[src/sv/lpr_pkg.sv]
// Shared constants and types for the LRU page replacement unit.
package lpr_pkg;

  localparam int FRAMES_DEF = 8;
  localparam int PAGE_W     = 16;
  localparam int CFG_W      = 4;
  localparam int CNT_W      = 32;
  localparam int IDX_OUT_W  = 3;

  localparam logic [CFG_W-1:0] CFG_RESET = 4'd8;

  typedef struct packed {
    logic clear;
    logic step;
  } scan_ctl_t;

  typedef struct packed {
    logic              hit;
    logic              vict_valid;
    logic [PAGE_W-1:0] vict_page;
  } scan_res_t;

endpackage

[src/sv/lpr_frame_mem.sv]
// Page number store for the frames: one write port, one registered read port.
module lpr_frame_mem #(
  parameter int DEPTH = lpr_pkg::FRAMES_DEF,
  parameter int AW    = 3
) (
  input  logic                      clk,
  input  logic                      we,
  input  logic [AW-1:0]             waddr,
  input  logic [lpr_pkg::PAGE_W-1:0] wdata,
  input  logic [AW-1:0]             raddr,
  output logic [lpr_pkg::PAGE_W-1:0] rdata
);
  import lpr_pkg::*;

  logic [PAGE_W-1:0] mem [DEPTH];

  always_ff @(posedge clk) begin
    if (we) begin
      mem[waddr] <= wdata;
    end
    rdata <= mem[raddr];
  end

endmodule

[src/sv/lpr_scan.sv]
// Shared compare unit: per-frame match search and least-recent frame tracking.
module lpr_scan #(
  parameter int IW = 3
) (
  input  logic                       clk,
  input  logic                       rst_n,
  input  lpr_pkg::scan_ctl_t         ctl,
  input  logic [lpr_pkg::PAGE_W-1:0] req_page,
  input  logic [lpr_pkg::PAGE_W-1:0] cand_page,
  input  logic                       cand_valid,
  input  logic [IW-1:0]              cand_rank,
  input  logic [IW-1:0]              cand_idx,
  output lpr_pkg::scan_res_t         res,
  output logic [IW-1:0]              slot
);
  import lpr_pkg::*;

  logic              hit_r;
  logic              have_r;
  logic [IW-1:0]     hit_slot_r;
  logic [IW-1:0]     min_slot_r;
  logic [IW-1:0]     min_rank_r;
  logic              vict_valid_r;
  logic [PAGE_W-1:0] vict_page_r;
  logic              match;
  logic              older;

  assign match = cand_valid && (cand_page == req_page);
  assign older = !have_r || (cand_rank < min_rank_r);

  always_ff @(posedge clk) begin
    if (!rst_n) begin
      hit_r  <= 1'b0;
      have_r <= 1'b0;
    end else if (ctl.clear) begin
      hit_r  <= 1'b0;
      have_r <= 1'b0;
    end else if (ctl.step) begin
      have_r <= 1'b1;
      if (match && !hit_r) begin
        hit_r <= 1'b1;
      end
    end
  end

  always_ff @(posedge clk) begin
    if (ctl.step && !ctl.clear) begin
      if (match && !hit_r) begin
        hit_slot_r <= cand_idx;
      end
      if (older) begin
        min_rank_r   <= cand_rank;
        min_slot_r   <= cand_idx;
        vict_valid_r <= cand_valid;
        vict_page_r  <= cand_page;
      end
    end
  end

  assign res.hit        = hit_r;
  assign res.vict_valid = vict_valid_r;
  assign res.vict_page  = vict_page_r;
  assign slot           = hit_r ? hit_slot_r : min_slot_r;

endmodule

[src/sv/lru_page_replacement_unit.sv]
// Top level of the LRU page replacement unit: sequencer, frame state and result register.
//
//   channel | direction | handshake            | payload
//   in_     | input     | in_valid / in_stall   | in_page
//   out_    | output    | out_valid / out_stall | out_hit, out_frame_index, out_evicted_valid,
//           |           |                       | out_evicted_page, out_hit_total, out_miss_total
//   cfg_    | input     | cfg_we                | cfg_wdata
//
// Each word is accepted in the idle state, then the scan state streams the n active frames
// (n being the active frame count) through the shared compare unit behind the registered page
// store read, and the write state commits the result.
// Reset is synchronous: all frames empty, ranks equal to frame index, totals zero, count 8.
// A stalled result holds in the output register; the next word is taken while it waits, and
// commit waits until the register is free.
module lru_page_replacement_unit #(
  parameter int FRAMES = lpr_pkg::FRAMES_DEF
) (
  input  logic                          clk,
  input  logic                          rst_n,
  input  logic                          in_valid,
  output logic                          in_stall,
  input  logic [lpr_pkg::PAGE_W-1:0]    in_page,
  output logic                          out_valid,
  input  logic                          out_stall,
  output logic                          out_hit,
  output logic [lpr_pkg::IDX_OUT_W-1:0] out_frame_index,
  output logic                          out_evicted_valid,
  output logic [lpr_pkg::PAGE_W-1:0]    out_evicted_page,
  output logic [lpr_pkg::CNT_W-1:0]     out_hit_total,
  output logic [lpr_pkg::CNT_W-1:0]     out_miss_total,
  input  logic                          cfg_we,
  input  logic [lpr_pkg::CFG_W-1:0]     cfg_wdata
);
  import lpr_pkg::*;

  localparam int IW = (FRAMES > 1) ? $clog2(FRAMES) : 1;
  localparam int CW = $clog2(FRAMES + 1);
  localparam logic [CW-1:0] FR_CNT  = CW'(FRAMES);
  localparam logic [7:0]    FR8     = 8'(FRAMES);
  localparam logic [IW-1:0] TOP_RNK = IW'(FRAMES - 1);

  localparam logic [1:0] ST_IDLE  = 2'd0;
  localparam logic [1:0] ST_SCAN  = 2'd1;
  localparam logic [1:0] ST_WRITE = 2'd2;

  logic [1:0]        state_r, state_nxt;
  logic [CW-1:0]     rd_idx_r, rd_idx_nxt;
  logic [IW-1:0]     q_idx_r, q_idx_nxt;
  logic              q_v_r, q_v_nxt;
  logic [CW-1:0]     cnt_r;
  logic [CW-1:0]     cnt_nxt;
  logic [PAGE_W-1:0] page_r;
  logic [CFG_W-1:0]  fiu_r;
  logic [7:0]        fiu8;
  logic              valid_r [FRAMES];
  logic [IW-1:0]     rank_r  [FRAMES];
  logic [IW-1:0]     rank_nxt [FRAMES];
  logic [CNT_W-1:0]  hit_cnt_r, miss_cnt_r;
  logic [CNT_W-1:0]  hit_cnt_nxt, miss_cnt_nxt;
  logic              out_valid_r;

  scan_ctl_t         ctl;
  scan_res_t         res;
  logic [IW-1:0]     slot;
  logic [IW-1:0]     old_rank;
  logic [PAGE_W-1:0] rd_page;
  logic              fire_in;
  logic              out_free;
  logic              commit;

  assign fire_in  = in_valid && !in_stall;
  assign out_free = !out_valid_r || !out_stall;
  assign in_stall = (state_r != ST_IDLE);
  assign out_valid = out_valid_r;

  assign fiu8 = {4'd0, fiu_r};
  always_comb begin
    if (fiu_r == '0) begin
      cnt_nxt = CW'(1);
    end else if (fiu8 > FR8) begin
      cnt_nxt = FR_CNT;
    end else begin
      cnt_nxt = CW'(fiu8);
    end
  end

  always_comb begin
    state_nxt  = state_r;
    rd_idx_nxt = rd_idx_r;
    q_idx_nxt  = q_idx_r;
    q_v_nxt    = 1'b0;
    ctl        = '0;
    commit     = 1'b0;
    case (state_r)
      ST_IDLE: begin
        if (fire_in) begin
          ctl.clear  = 1'b1;
          rd_idx_nxt = '0;
          state_nxt  = ST_SCAN;
        end
      end
      ST_SCAN: begin
        ctl.step = q_v_r;
        if (rd_idx_r != cnt_r) begin
          q_v_nxt    = 1'b1;
          q_idx_nxt  = rd_idx_r[IW-1:0];
          rd_idx_nxt = rd_idx_r + CW'(1);
        end else if (!q_v_r) begin
          state_nxt = ST_WRITE;
        end
      end
      ST_WRITE: begin
        if (out_free) begin
          commit    = 1'b1;
          state_nxt = ST_IDLE;
        end
      end
      default: begin
        state_nxt = ST_IDLE;
      end
    endcase
  end

  lpr_frame_mem #(
    .DEPTH (FRAMES),
    .AW    (IW)
  ) u_mem (
    .clk   (clk),
    .we    (commit && !res.hit),
    .waddr (slot),
    .wdata (page_r),
    .raddr (rd_idx_r[IW-1:0]),
    .rdata (rd_page)
  );

  lpr_scan #(
    .IW (IW)
  ) u_scan (
    .clk        (clk),
    .rst_n      (rst_n),
    .ctl        (ctl),
    .req_page   (page_r),
    .cand_page  (rd_page),
    .cand_valid (valid_r[q_idx_r]),
    .cand_rank  (rank_r[q_idx_r]),
    .cand_idx   (q_idx_r),
    .res        (res),
    .slot       (slot)
  );

  assign old_rank = rank_r[slot];

  always_comb begin
    for (int i = 0; i < FRAMES; i++) begin
      rank_nxt[i] = rank_r[i];
      if (commit) begin
        if (IW'(i) == slot) begin
          rank_nxt[i] = TOP_RNK;
        end else if (rank_r[i] > old_rank) begin
          rank_nxt[i] = rank_r[i] - IW'(1);
        end
      end
    end
  end

  assign hit_cnt_nxt  = (res.hit && hit_cnt_r != '1) ? hit_cnt_r + CNT_W'(1) : hit_cnt_r;
  assign miss_cnt_nxt = (!res.hit && miss_cnt_r != '1) ? miss_cnt_r + CNT_W'(1) : miss_cnt_r;

  always_ff @(posedge clk) begin
    if (!rst_n) begin
      state_r     <= ST_IDLE;
      rd_idx_r    <= '0;
      q_idx_r     <= '0;
      q_v_r       <= 1'b0;
      fiu_r       <= CFG_RESET;
      hit_cnt_r   <= '0;
      miss_cnt_r  <= '0;
      out_valid_r <= 1'b0;
      for (int i = 0; i < FRAMES; i++) begin
        valid_r[i] <= 1'b0;
        rank_r[i]  <= IW'(i);
      end
    end else begin
      state_r  <= state_nxt;
      rd_idx_r <= rd_idx_nxt;
      q_idx_r  <= q_idx_nxt;
      q_v_r    <= q_v_nxt;
      if (cfg_we) begin
        fiu_r <= cfg_wdata;
      end
      for (int i = 0; i < FRAMES; i++) begin
        rank_r[i] <= rank_nxt[i];
      end
      if (commit) begin
        hit_cnt_r   <= hit_cnt_nxt;
        miss_cnt_r  <= miss_cnt_nxt;
        out_valid_r <= 1'b1;
        if (!res.hit) begin
          valid_r[slot] <= 1'b1;
        end
      end else if (out_valid_r && !out_stall) begin
        out_valid_r <= 1'b0;
      end
    end
  end

  always_ff @(posedge clk) begin
    if (fire_in) begin
      page_r <= in_page;
      cnt_r  <= cnt_nxt;
    end
    if (commit) begin
      out_hit           <= res.hit;
      out_frame_index   <= IDX_OUT_W'(slot);
      out_evicted_valid <= !res.hit && res.vict_valid;
      out_evicted_page  <= (!res.hit && res.vict_valid) ? res.vict_page : '0;
      out_hit_total     <= hit_cnt_nxt;
      out_miss_total    <= miss_cnt_nxt;
    end
  end

endmodule

[config.mk]
export PLATFORM = sky130hd
export DESIGN_NAME = lru_page_replacement_unit
export DESIGN_NICKNAME = d
export VERILOG_FILES = /design/src/sv/lpr_pkg.sv /design/src/sv/lpr_frame_mem.sv /design/src/sv/lpr_scan.sv /design/src/sv/lru_page_replacement_unit.sv
export SDC_FILE = /design/constraint.sdc
export NUM_CORES = 1
export LEC_CHECK = 0
export BUFFER_PORTS_ARGS = -buffer_cell sky130_fd_sc_hd__buf_2
export CORE_MARGIN = 1.5
export CORE_UTILIZATION = 30
export CTS_CLUSTER_DIAMETER = 80
export DETAILED_ROUTE_END_ITERATION = 10
export MAX_ROUTING_LAYER = met4
export SETUP_SLACK_MARGIN = 0.1
export SLEW_MARGIN = 40
export SYNTH_ARGS = -nofsm -noshare
export SYNTH_HDL_FRONTEND = slang
export SYNTH_SLANG_ARGS = --single-unit
export TNS_END_PERCENT = 10
[constraint.sdc]
create_clock -name clk -period 5.9 [get_ports clk]
set_clock_uncertainty 0.05 [all_clocks]
set_input_delay 1.18 -clock clk [delete_from_list [all_inputs] [get_ports clk]]
set_output_delay 1.18 -clock clk [all_outputs]
set_load 0.02 [all_outputs]
==> impl_metrics.tcl, run 1 <==
set metrics [dict create \
    drt-initial-drc-count 783 \
    min_to "u_scan.hit_slot_r[1]" \
    rsz0062_at_grt "no" \
    worst_hold_path_type "reg -> reg" \
    maxSlewHeadroom 0.472 \
    power.share.switching 0.230 \
    clkTransAtPathRegs_ps 60 \
    syn-num-nets 1403 \
    cts_buffer_depth 3 \
    syn_inst 1349 \
    crit_arrival_ps 4610 \
    yosys.area_share.adder 0.0233 \
    vias 10800 \
    grt_pass1_vias 10800 \
    ys.flop_type "edfxtp_1" \
    dp_hpwl_microns 24400 \
    grt_max_degree 120 \
    routed_wl_microns 38700 \
    final.setup.worst_slack_ps 1660 \
    worstSetupStartpointType "register" \
    min_period_ps 4240 \
    vias_per_cell 4.80 \
    worstPathRequired_ps 6270 \
    synth_edf_count 259 \
    ios 112 \
    final_antenna_net_count 0 \
    final_max_slew_viol_count 0 \
    clkPwrFrac 0.440 \
    cts_setup_buffers 0 \
    n_antenna_cell 0 \
    grt_pass1_wl_microns 60300 \
    r2r_slack_ps 1660 \
    power.switching_w 0.00139 \
    seq_area_frac_synth 0.613 \
    setup_violations 0 \
    clock-sinks 391 \
    dr.pass1.iters 5 \
    seqPwrFrac 0.505 \
    ys_warn_count 0 \
    peakVddDrop_v 0.000192 \
    cts_resized 0 \
    crit_fanout 20 \
    layout.nets 1517 \
    cts_tree "done" \
    fin_hold_ws_ps 409 \
    final.period_utilization 0.719 \
    die_h_microns 241 \
    end_kind "register" \
    grtUsageTotal 0.137 \
    worst-r2r-cell-count 14 \
    hold_buffers 0 \
    final_common_cell "edfxtp_1" \
    grt_antenna_before_repair 0 \
    coreArea_sq_mm 0.0562 \
    drive_gt1_frac 0.190 \
    synth-async-reset-ratio 0 \
    clkLatencyLatePin_ps 580 \
    synth_xor_area_frac 0.0732 \
    worstMarginPinSlew_ps 791 \
    wl_per_cell_microns 17.2 \
    r2r-start "u_scan.hit_r" \
    synth_simple_gate_area_share 0.131 \
    hold_path_depth 0 \
    outcome "finished clean" \
    synth_top_family_by_area "simple AND/OR/NAND/NOR gates" \
    power_density_mw_per_mm2 305 \
    p_leak_nw 6.80 \
    syn_avg_cell_area_sq_um 12.6 \
    p_total_w 0.00604 \
    mostFrequentLayoutCells "edfxtp_1, nor2_1, dfxtp_1" \
    critical_path_class "reg -> reg" \
    cts-htree-levels 2 \
    muxShareOfSynthArea 0.0777 \
    dp_slack_ps 1650 \
    place.gp.congestion 0.858 \
    drc_errors 0 \
    syn_to_final_growth_pct 16.5 \
    combPwrFrac 0.055 \
    synth_compound_area_frac 0.0538 \
    cts_root_buf "clkbuf_16" \
    finalHoldViolCount 0 \
    finalNonFillerCells 2254 \
    num_rows 87 \
    dpl.cell_count 2174 \
    ys_seq_elements 391 \
    port_buffers 111 \
    reg2reg_to "rank_r[3][1]" \
    syn_area_sq_mm 0.0170 \
    cts_buffers 43 \
    fill_cells 5504 \
    start_util 0.302 \
    die-area_sq_mm 0.0581 \
    maxCapViolCount 0 \
    grt_remaining_overflow 0 \
    timing.fmax_mhz 236 \
    intPower_w 0.00465 \
    die_w_microns 241 \
    tns_ps 0 \
    hold_start "q_idx_r[1]" \
    synth_cell_types 71 \
]
==> flip-flops by register name (all words and copies together) (netlist names), 2 cells and up, named ones only <==
register            count
u_mem.mem             128
hit_cnt_r              32
miss_cnt_r             32
out_hit_total          32
out_miss_total         32
rank_r                 24
out_evicted_page       16
page_r                 16
u_mem.rdata            16
u_scan.vict_page_r     16
valid_r                 8
cnt_r                   4
fiu_r                   4
rd_idx_r                4
out_frame_index         3
q_idx_r                 3
u_scan.hit_slot_r       3
u_scan.min_rank_r       3
u_scan.min_slot_r       3
state_r                 2
==> critical path, stage by stage, from the launching register on <==
cell	delay [ps]
dfxtp_1	780
mux2i_2	270
buf_4	270
clkinv_1	410
nand2_1	180
o211ai_1	100
o311ai_0	110
o21ai_0	360
buf_4	280
ha_1	290
nor2_1	140
a21boi_0	260
o21ai_1	140
a2111oi_0	370
o21ai_1	90
==> Yosys cell counts (all sizes together) (7+ instances only) <==
master,instances,area (sq um)
xnor2,83,727
nand2,91,342
nand4,26,163
mux2,20,225
and3,22,148
o211ai,10,85.1
dfxtp,132,2640
nor3,42,220
mux4,40,901
nand2b,7,43.8
nor2,188,706
and2,24,150
a21oi,25,125
mux2i,19,194
nor4,7,43.8
ha,29,363
a211oi,7,52.6
nand3,47,235
o21ai,19,95.1
edfxtp,259,7780
inv,38,143
xor2,59,517
buf,16,126
clkbuf,48,183
or3,7,43.8
==> metal layers <==
metal,vias up,GRT usage,share of wire
li1,5139,-,-
met1,5308,0.177,0.45
met2,317,0.220,0.47
met3,53,0.0254,0.053
met4,0,0.0411,0.019
met5,-,-,0
==> how the worst max path moves through the flow <==
stage                             from           end  slack, ps
after floorplan              out_stall  rank_r[6][2]        860
after global placement    u_scan.hit_r  rank_r[4][2]       1640
after detailed placement  u_scan.hit_r  rank_r[3][1]       1650
after CTS                 u_scan.hit_r  rank_r[3][1]       1640
after global routing      u_scan.hit_r  rank_r[3][1]       1250
final                     u_scan.hit_r  rank_r[3][1]       1660
==> power by group through the flow <==
| stage | Sequential (W) | Combinational [W] | Clock, W |
|---|---|---|---|
| after floorplan | 0.00312 | 0.000201 | 0 |
| after global placement | 0.00310 | 0.000329 | 0 |
| after detailed placement | 0.00311 | 0.000338 | 0 |
| after CTS | 0.00305 | 0.000339 | 0.00272 |
| after global routing | 0.00306 | 0.000368 | 0.00283 |
| final | 0.00305 | 0.000334 | 0.00265 |
==> through the flow <==
| stage | instance area [sq um] | util |
|---|---|---|
| floorplan | 17000 | - |
| global placement | 18400 | 0.327 |
| detailed placement | 18400 | 0.328 |
| CTS | 19800 | 0.353 |
| global route | 19800 | 0.353 |
| finish | 19800 | 0.353 |
==> area by class of cell <==
| cell class | instances | area, sq um | share of cell area |
|---|---|---|---|
| clock buffers | 50 | 1100 | 0.0557 |
| clock inverters | 30 | 293 | 0.0148 |
| inverters | 41 | 158 | 0.00796 |
| multi-input cells | 853 | 6150 | 0.311 |
| flip-flops and latches | 391 | 10400 | 0.526 |
| well taps | 756 | 946 | 0.0478 |
| repair buffers | 133 | 733 | 0.0370 |
==> cells by family (layout without fill, tap and decap cells) <==
logic type | count (synthesis) | in the layout
and+or+nand+nor | 479 | 479
DFF | 391 | 391
xor gates and xnor gates | 142 | 142
AOI/OAI and AO/OA | 121 | 121
buffers and inverters | 105 | 254
muxes | 79 | 79
adders and majority gates | 32 | 32
Power figures use the tool's default switching activity.
==> inputs of run 2 (changes only) <==
==> constraint.sdc (replaced) <==
create_clock -name clk -period 3.55 [get_ports clk]
set_clock_uncertainty 0.05 [all_clocks]
set_input_delay 0.71 -clock clk [delete_from_list [all_inputs] [get_ports clk]]
set_output_delay 0.71 -clock clk [all_outputs]
set_load 0.02 [all_outputs]
==> run 2 against run 1 <==
  * Via count grew 0.64%
  * Wire length grew 2.7%
  * Maximum frequency grew 26%
  * Register-to-register slack lost 1500 ps
  * Power grew 79%
  * Global-route usage grew 0.35 points
  * Combinational power grew 68%
  * Final area grew 2.2%
  * Critical path type unchanged
  * Critical path depth shrank 2
  * Non-clock buffer count grew 19
  * Cell count grew 0.84%
==> impl_metrics.tcl, run 2 (same netlist as run 1, synthesis figures left out) <==
set metrics [dict create \
    final_common_cell "edfxtp_1" \
    crit_arrival_ps 3750 \
    drt-initial-drc-count 727 \
    r2r_slack_ps 190 \
    worstMarginPinSlew_ps 774 \
    peakVddDrop_v 0.000322 \
    final.setup.worst_slack_ps 192 \
    timing.fmax_mhz 298 \
    cts_buffer_depth 3 \
    finalHoldViolCount 0 \
    crit_fanout 10 \
    regMostFlops "u_mem.mem" \
    worstPathRequired_ps 3950 \
    cts_root_buf "clkbuf_16" \
    min_to "page_r[2]" \
    port_buffers 111 \
    num_rows 87 \
    worst_hold_path_type "in -> reg" \
    cts-htree-levels 2 \
    dpl-instance-area_sq_mm 0.0186 \
    grt_remaining_overflow 0 \
    path_buf_inv 2 \
    routed_wl_microns 39700 \
    syn_to_final_growth_pct 19.1 \
    clock-sinks 391 \
    largest_reg_flops 128 \
    ios 112 \
    n_antenna_cell 0 \
    dp_hpwl_microns 26000 \
    mostFrequentLayoutCells "edfxtp_1, nor2_1, dfxtp_1" \
    clkLatencyLatePin_ps 590 \
    dr.pass1.iters 5 \
    dp_slack_ps 159 \
    p_leak_nw 7.03 \
    hold_start "in_page[2]" \
    drc_errors 0 \
    vias_per_cell 4.79 \
    fin_util 0.360 \
    die_w_microns 241 \
    min_period_ps 3360 \
    final_max_slew_viol_count 0 \
    worstSetupStartpointType "register" \
    tns_ps 0 \
    final.period_utilization 0.946 \
    combPwrFrac 0.052 \
    fin_hold_ws_ps 236 \
    hold_path_depth 1 \
    setup_violations 0 \
    worst-r2r-cell-count 12 \
    clkPwrFrac 0.478 \
    seqPwrFrac 0.470 \
    wl_per_cell_microns 17.5 \
    worstPathCellList "mux2i_2 -> clkinv_1 -> buf_4 -> o211ai_1 -> o311ai_0 -> o21ai_1 -> ha_1 -> nor2_1 -> a21boi_0 -> o21ai_1 -> a2111oi_0 -> o21ai_1" \
    coreArea_sq_mm 0.0562 \
    crit_top_cell "o21ai_1" \
    r2r-start "u_scan.hit_r" \
    cp_top_family "compound AO/OA/AOI/OAI gates" \
    hold_buffers 0 \
    grt_pass1_wl_microns 61600 \
    critical-path-slowest-cell "a2111oi_0" \
    cp_slowest_stage_delay_ps 450 \
    power.share.switching 0.224 \
    reg2reg_to "rank_r[3][1]" \
    vias 10900 \
    final_area_sq_mm 0.0202 \
    start_util 0.302 \
    grt_pass1_vias 10800 \
    outcome "finished clean" \
    grt_max_degree 85 \
    maxSlewHeadroom 0.483 \
    cts_resized 0 \
    clkTransAtPathRegs_ps 60 \
    power.switching_w 0.00241 \
    cts_buffers 44 \
    place.gp.congestion 0.901 \
    maxCapViolCount 0 \
    die-area_sq_mm 0.0581 \
    final_antenna_net_count 0 \
    end_kind "register" \
    rsz0062_at_grt "yes" \
    drive_gt1_frac 0.208 \
    die_h_microns 241 \
    grt_antenna_before_repair 0 \
    cts_tree "done" \
    critical_path_class "reg -> reg" \
    layout.nets 1537 \
    power_density_mw_per_mm2 533 \
    grtUsageTotal 0.141 \
    intPower_w 0.00838 \
    cts_setup_buffers 0 \
]
[run 2: changes by cell type in the layout (fill, tap and decap cells not counted), moves of 2 or more]
cell and change:
clkbuf_8 +3, bufinv_16 +7, clkbuf_1 -5, buf_12 +2, clkinv_4 +2, buf_4 +17, inv_6 -3, clkinv_1 -7
[run 2: routing by layer]
metal	wire, microns	part of all wire	up-vias	global-route usage
li1	-	-	5174	-
met1	18000	0.45	5393	0.181
met2	19000	0.48	262	0.229
met3	1910	0.048	57	0.0232
met4	782	0.020	0	0.0409
met5	0	0	-	-
[run 2: layout make-up]
cell class	count	area [sq um]
fillers	5468	35900
flip-flops and latches	391	10400
multi-input cells	853	6130
clock buffers	49	1150
well taps	756	946
repair buffers	152	901
clock inverters	31	533
inverters	41	158
[run 2: power groups by stage]
stage	Sequential, W	Clock, W	Combinational (W)
floorplan	0.00519	0	0.000334
global placement	0.00517	0	0.000557
detailed placement	0.00517	0	0.000568
CTS	0.00508	0.00528	0.000571
global route	0.00509	0.00547	0.000619
finish	0.00508	0.00515	0.000562
[run 2: worst max path at each step]
| stage | start | to | slack, ps | depth (start not counted) |
|---|---|---|---|---|
| after floorplan | register | u_scan.min_rank_r[0] | -90 | 8 |
| after global placement | u_scan.hit_r | rank_r[1][1] | 190 | 13 |
| after detailed placement | u_scan.hit_r | rank_r[3][1] | 160 | 12 |
| after CTS | u_scan.hit_r | rank_r[3][1] | 130 | 12 |
| after global routing | u_scan.hit_r | rank_r[3][1] | 20 | 12 |
| final | u_scan.hit_r | rank_r[3][1] | 190 | 12 |
[run 2: through the flow]
stage	std cells	power (W)
floorplan	1349	0.00552
global placement	2193	0.00573
detailed placement	2193	0.00574
CTS	2273	0.0109
global route	2273	0.0112
finish	2273	0.0108
==> inputs of run 3 (changes only) <==
==> constraint.sdc (replaced) <==
create_clock -name clk -period 3.55 [get_ports clk]
set_clock_uncertainty 0.05 [all_clocks]
set_input_delay 0.355 -clock clk [delete_from_list [all_inputs] [get_ports clk]]
set_output_delay 0.355 -clock clk [all_outputs]
set_load 0.02 [all_outputs]
==> run 3 against run 2 <==
  * Power decreased by 4.7%
  * Sequential share of layout area about the same
  * Die area unchanged
  * Final area about the same
  * Utilization about the same
  * Via count increased by 0.23%
==> impl_metrics.tcl, run 3 (same netlist as run 1, synthesis figures left out) <==
set metrics [dict create \
    grt_pass1_wl_microns 60500 \
    peakVddDrop_v 0.000408 \
    syn_to_final_growth_pct 19.1 \
    place.gp.congestion 0.875 \
    min_period_ps 3160 \
    cts_buffers 45 \
    grt_remaining_overflow 0 \
    final.period_utilization 0.890 \
    grt_max_degree 54 \
    cts_root_buf "clkbuf_16" \
    final_common_cell "edfxtp_1" \
    cts_setup_buffers 0 \
    timing.fmax_mhz 317 \
    ios 112 \
    port_buffers 111 \
    path_depth 14 \
    hold_path_depth 3 \
    path_buf_inv 2 \
    start_util 0.302 \
    drc_errors 0 \
    rsz0062_at_grt "no" \
    worstSetupStartpointType "register" \
    cp_top_family "compound AO/OA/AOI/OAI gates" \
    vias 10900 \
    worstPathRequired_ps 3940 \
    regMostFlops "u_mem.mem" \
    clkTransAtPathRegs_ps 60 \
    grt_antenna_before_repair 1 \
    crit_arrival_ps 3550 \
    grtUsageTotal 0.138 \
    cts_tree "done" \
    die_h_microns 241 \
    final_max_slew_viol_count 0 \
    vias_per_cell 4.76 \
    cts-htree-levels 2 \
    cp_slowest_stage_delay_ps 420 \
    coreArea_sq_mm 0.0562 \
    p_total_w 0.0103 \
    fin_util 0.360 \
    worstMarginPinSlew_ps 822 \
    n_antenna_cell 0 \
    wl_per_cell_microns 17.0 \
    drive_gt1_frac 0.198 \
    final_area_sq_mm 0.0202 \
    clock-sinks 391 \
    dr.pass1.iters 5 \
    worst-r2r-cell-count 14 \
    dpl-instance-area_sq_mm 0.0185 \
    worst_hold_path_type "in -> reg" \
    die-area_sq_mm 0.0581 \
    fin_hold_ws_ps 37.2 \
    power_density_mw_per_mm2 509 \
    cts_buffer_depth 3 \
    worstPathCellList "mux2i_2 -> buf_4 -> nand2_1 -> and3_1 -> a311oi_1 -> a31oi_1 -> buf_4 -> ha_1 -> nand2_1 -> a21oi_1 -> o41a_1 -> nor3_1 -> a2111oi_0 -> a41oi_1" \
    layout.nets 1556 \
    end_kind "register" \
    outcome "finished clean" \
    num_rows 87 \
    routed_wl_microns 38900 \
    grt_pass1_vias 10800 \
    die_w_microns 241 \
    drt-initial-drc-count 841 \
    clkLatencyLatePin_ps 590 \
    dp_hpwl_microns 25400 \
    critical-path-slowest-cell "edfxtp_1" \
    final_antenna_net_count 0 \
    mostFrequentLayoutCells "edfxtp_1, nor2_1, dfxtp_1" \
    setup_violations 0 \
    p_leak_nw 7.01 \
    crit_fanout 19 \
    critical_path_class "reg -> reg" \
    maxCapViolCount 0 \
    largest_reg_flops 128 \
    maxSlewHeadroom 0.451 \
    finalHoldViolCount 0 \
]
run 3: cell count changes in the layout (fill, tap and decap cells not counted), sizes merged:
cell and change:
inv +2, bufinv -7, clkinv -4, dlygate4sd3 +20
clkbuf +11, buf -2
run 3: worst paths after layout:
kind                         from                    to  slack [ps]
max          u_scan.min_slot_r[0]          rank_r[4][2]         390
min                        cfg_we              fiu_r[3]          40
max reg2reg  u_scan.min_slot_r[0]          rank_r[4][2]         390
min reg2reg            q_idx_r[2]  u_scan.hit_slot_r[2]         400
run 3: metrics by stage:
stage / setup slack, ps / setup TNS (ps) / cells
after detailed placement: 375 / 0 / 2191
after global routing: 109 / 0 / 2293
after floorplan: -94.6 / -2180 / 1349
after CTS: 332 / 0 / 2293
after global placement: 445 / 0 / 2191
final: 391 / 0 / 2293
run 3: power breakdown:
part           switching [W]  internal (W)
logic               0.000351      0.000229
clock network        0.00191       0.00273
registers          0.0000915       0.00498
run 3: layout make-up:
class,count,area (sq um)
flip-flops and latches,391,10400
clock inverters,22,288
inverters,41,158
repair buffers,170,1080
fillers,5459,35900
multi-input cells,853,6130
well taps,756,946
clock buffers,60,1210
run 3: worst reg2reg max path, stage by stage, from the launching register on:
cell and delay [ps]:
edfxtp_1 420, mux2i_2 200, buf_4 280, nand2_1 80, and3_1 160, a311oi_1 240, a31oi_1 90, buf_4 180
ha_1 350, nand2_1 80, a21oi_1 150, o41a_1 200, nor3_1 60, a2111oi_0 400, a41oi_1 70
run 3: layer usage:
layer | GRT usage | share of wire
met1 | 0.179 | 0.45
met3 | 0.0230 | 0.052
met4 | 0.0354 | 0.016
met2 | 0.225 | 0.48
met5 | - | 0
run 3: what timing repair did:
| item | CTS | global route |
|---|---|---|
| resized for setup | 0 | 3 |
| hold buffers | 20 | 0 |
| hold endpoints to repair | 20 | 0 |
| endpoints found under the setup margin | 0 | 5 |
